<file path="config.mk">
export PLATFORM = sky130hd
export DESIGN_NAME = lfsa_find_free
export DESIGN_NICKNAME = d
export VERILOG_FILES = /design/src/sv/lfsa_find_free.sv
export SDC_FILE = /design/constraint.sdc
export NUM_CORES = 1
export LEC_CHECK = 0
export ABC_CLOCK_PERIOD_IN_PS = 800
export BUFFER_PORTS_ARGS = -buffer_cell sky130_fd_sc_hd__clkbuf_2
export CORE_AREA = 3 3 40 42
export DETAILED_ROUTE_END_ITERATION = 16
export DIE_AREA = 0 0 43 45
export PLACE_DENSITY = 0.46
export SYNTH_ARGS = -nofsm -noshare
export SYNTH_HDL_FRONTEND = slang
export SYNTH_SLANG_ARGS = --single-unit
</file>
<file path="constraint.sdc">
create_clock -name vclk -period 0.8
set_input_delay 0.16 -clock vclk [all_inputs]
set_output_delay 0.16 -clock vclk [all_outputs]
set_load 0.05 [all_outputs]
</file>
<file path="src/sv/lfsa_find_free.sv">
// priority encoder that picks the lowest-numbered free slot
module lfsa_find_free #(
  parameter int unsigned SLOTS = 16,
  parameter int unsigned SW    = (SLOTS > 1) ? $clog2(SLOTS) : 1
) (
  input  logic [SLOTS-1:0] busy_i,
  output logic             found_o,
  output logic [SW-1:0]    slot_o
);

  always_comb begin
    found_o = 1'b0;
    slot_o  = '0;
    // scan downward so the lowest free index wins
    for (int i = SLOTS - 1; i >= 0; i--) begin
      if (!busy_i[i]) begin
        found_o = 1'b1;
        slot_o  = SW'(i);
      end
    end
  end

endmodule

</file>
* Word-level counts from Yosys, hierarchy flattened *
Cells that the tools add are included.

cells by class
  mux-type cells = 32

operators by type and width
  kind               count
  4-bit two-way mux  16
  1-bit two-way mux  16

word-level totals
  flip-flop bits (word level) = 0
  word-level logic and storage cells = 32
  input bits = 16
  output and inout bits = 5

* Depth between registers and ports, before layout *
  depth after elaboration = 16
  mapped depth = 4
  gate-level depth less buffers = 4

* Least setup slack after synthesis *
OpenSTA, ideal clock, no wires.

  path kind = in2out
  from = input port busy_i[2]
  to = output port slot_o[3]
  stages on the path = 2
  data required time = 0.640 ns
  setup slack = -0.761 ns
  arrival time = 1.401 ns
  buffers on the path = 0
  cells stage by stage = nand4_1 -> nor3_1

on the way
  word-level cells in the longest chain between the ends = 3

ends and longest elaborated chain
  item                            line  text
  start: declaration              6     input logic [SLOTS-1:0] busy_i,
  4-bit two-way mux (3 in a row)  16    if (!busy_i[i]) begin
  end: declaration                8     output logic [SW-1:0] slot_o

No other way between the ends.

* Worst setup path in the final report *
  from = input port busy_i[12]
  to = output port slot_o[0]

on the way
  word-level cells in the longest chain between the ends = 13

ends and longest elaborated chain
  item                             line
  4-bit two-way mux (13 in a row)  16

No other way between the ends.

==> run metrics <==
status complete, but fails checks; failing checks negative setup slack; Worst Hold Path Cells 4; maximum vdd ir drop 0.196 mV; Fmax achieved 925 MHz; GR Util All Layers 0.0862; clock buffer count 0; Mean Syn Cell Area 4.89 um^2; initial antenna violation count 0; Max-Cap Viols 0; final setup fails 5; Leak 0.000279 uW; Post-DRT Antenna Nets 0; via count 344; Overflow after GRT 0; Synth Net Count 50; top-area cell type share of the netlist area 0.158; Inserted Diodes 0; PD cells 460 nW/um^2; Worst Path Max Fanout 3; Reg area 0 um^2; final WL 763 um; Hold Path Origin busy_i[3]; Hold WC Path Type primary input to output pin; Hold Path Sink slot_o[1]; synth unique cells 13; Slew @ Worst Pin 0.255 ns; pin count of the biggest net entering global routing 5; num rows 13; WL per Instance 10.2 um; die footprint 1940 um^2; RSZ-0062 raised after global routing yes; DR pass1 iterations 1; Synth area leader nand2_1; Final min period 1.08 ns; vias in the first global route 342; Slew HR 0.829; core area 1280 um^2; Placement Cell Area 402 um^2; post-synthesis sequential area ratio 0; IO Count 21; GPL Wtd Cong 0.711; flip-flop and latch count 0; first-pass GRT wire length 1370 um; Mapped Cells 34; arrival time at the worst endpoint 0.92 ns; nature of the critical path endpoint output pin; Starting Density 0.130; area growth from synthesis to layout 280%; critical path class primary input to output pin; DRC Markers 0; top cells by count, synth 7 x nand2_1, 4 x inv_1, 4 x nand4_1, 4 x nor2_1, 3 x o21ai_0; Worst setup SP type primary input; Final Cell Area 633 um^2; Die Width 43 um; fin. max-slew vios 0; die height 45 um; DR iter-0 viols 0; FILL cells 120; fin nets 78; Via-to-Cell Ratio 4.59; dominant cells by area after synthesis nand2_1 16%, nand4_1 15%, o21ai_0 9.0%, inv_1 9.0%, nor2_1 9.0%; Post-Synthesis Cell Area 166 um^2; Final Hold Viols 0; post-CTS setup buffers 0; CP required 0.64 ns; yosys warns 0; layout cells sized above 1 0.700; PortBufs 21; Detailed Place HPWL 641 um; Tcrit/Tclk final 1.35; Sum Neg Setup Slack -1.28 ns; final setup margin -0.281 ns; top-count cell post-synth nand2_1; final core utilization 0.493
## placed cells by master, fill, tap and decap left out, drive strengths merged
cell type   n
nand4       4
a31oi       2
nor2        4
nand2       8
inv         4
o21a        1
a21oi       2
o21ai       5
clkbuf      6
buf        20
nor3        2
a311oi      1
nand3       1
## critical path, stage by stage
cell and delay (ns):
buf_6 0.10, buf_6 0.11, a311oi_4 0.31, o21ai_4 0.09, buf_8 0.15
## kinds of logic (layout without fill, tap and decap cells)
logic type      after synthesis  in the layout  synth area share
compound gates               11             11             0.383
buf+inv                       4             30            0.0902
simple gates                 19             19             0.526
## layer usage
layer,wire [um],share of wire,vias to the layer above,track usage
li1,-,-,177,-
met4,0,0,0,0
met2,416,0.55,13,0.171
met5,0,0,-,0
met3,83,0.11,0,0.0239
met1,263,0.34,154,0.0976
## through the flow
stage | std cells | power, uW | setup slack, ns | hold WS (ns)
finish | 75 | 291 | -0.281 | 0.742
global route | 75 | 311 | -0.317 | 0.755
CTS | 75 | 266 | -0.301 | 0.778
detailed placement | 75 | 186 | -0.424 | 0.840
global placement | 75 | 187 | -0.424 | 0.847
floorplan | 34 | 92.4 | -0.213 | 0.528
## timing repair
item / 4_1_cts / 5_1_grt
endpoints found under the setup margin: 5 / 5
pin swaps: 7 / 3
gates cloned: 0 / 0
gates resized for setup: 30 / 23
hold buffers: 0 / 0
## where the power goes
part	internal [uW]	switching [uW]
combinational	168	124
sequential	0	0
clock	0	0
total	168	124
## cell type report
cell class,count,area (um^2),area share
inverter,4,15.0,0.0237
tap,15,18.8,0.0296
timing repair buffer,26,350,0.553
multi-input combinational,30,249,0.393
## worst max-delay path by stage
stage | cells after the start | to | from | slack (ns)
floorplan | 2 | slot_o[3] | busy_i[2] | -0.21
global placement | 6 | slot_o[0] | busy_i[10] | -0.42
detailed placement | 6 | slot_o[0] | busy_i[10] | -0.42
CTS | 4 | slot_o[3] | busy_i[0] | -0.30
global route | 6 | found_o | busy_i[9] | -0.32
finish | 5 | slot_o[0] | busy_i[12] | -0.28
No activity file was read; power rests on OpenSTA's default activity.
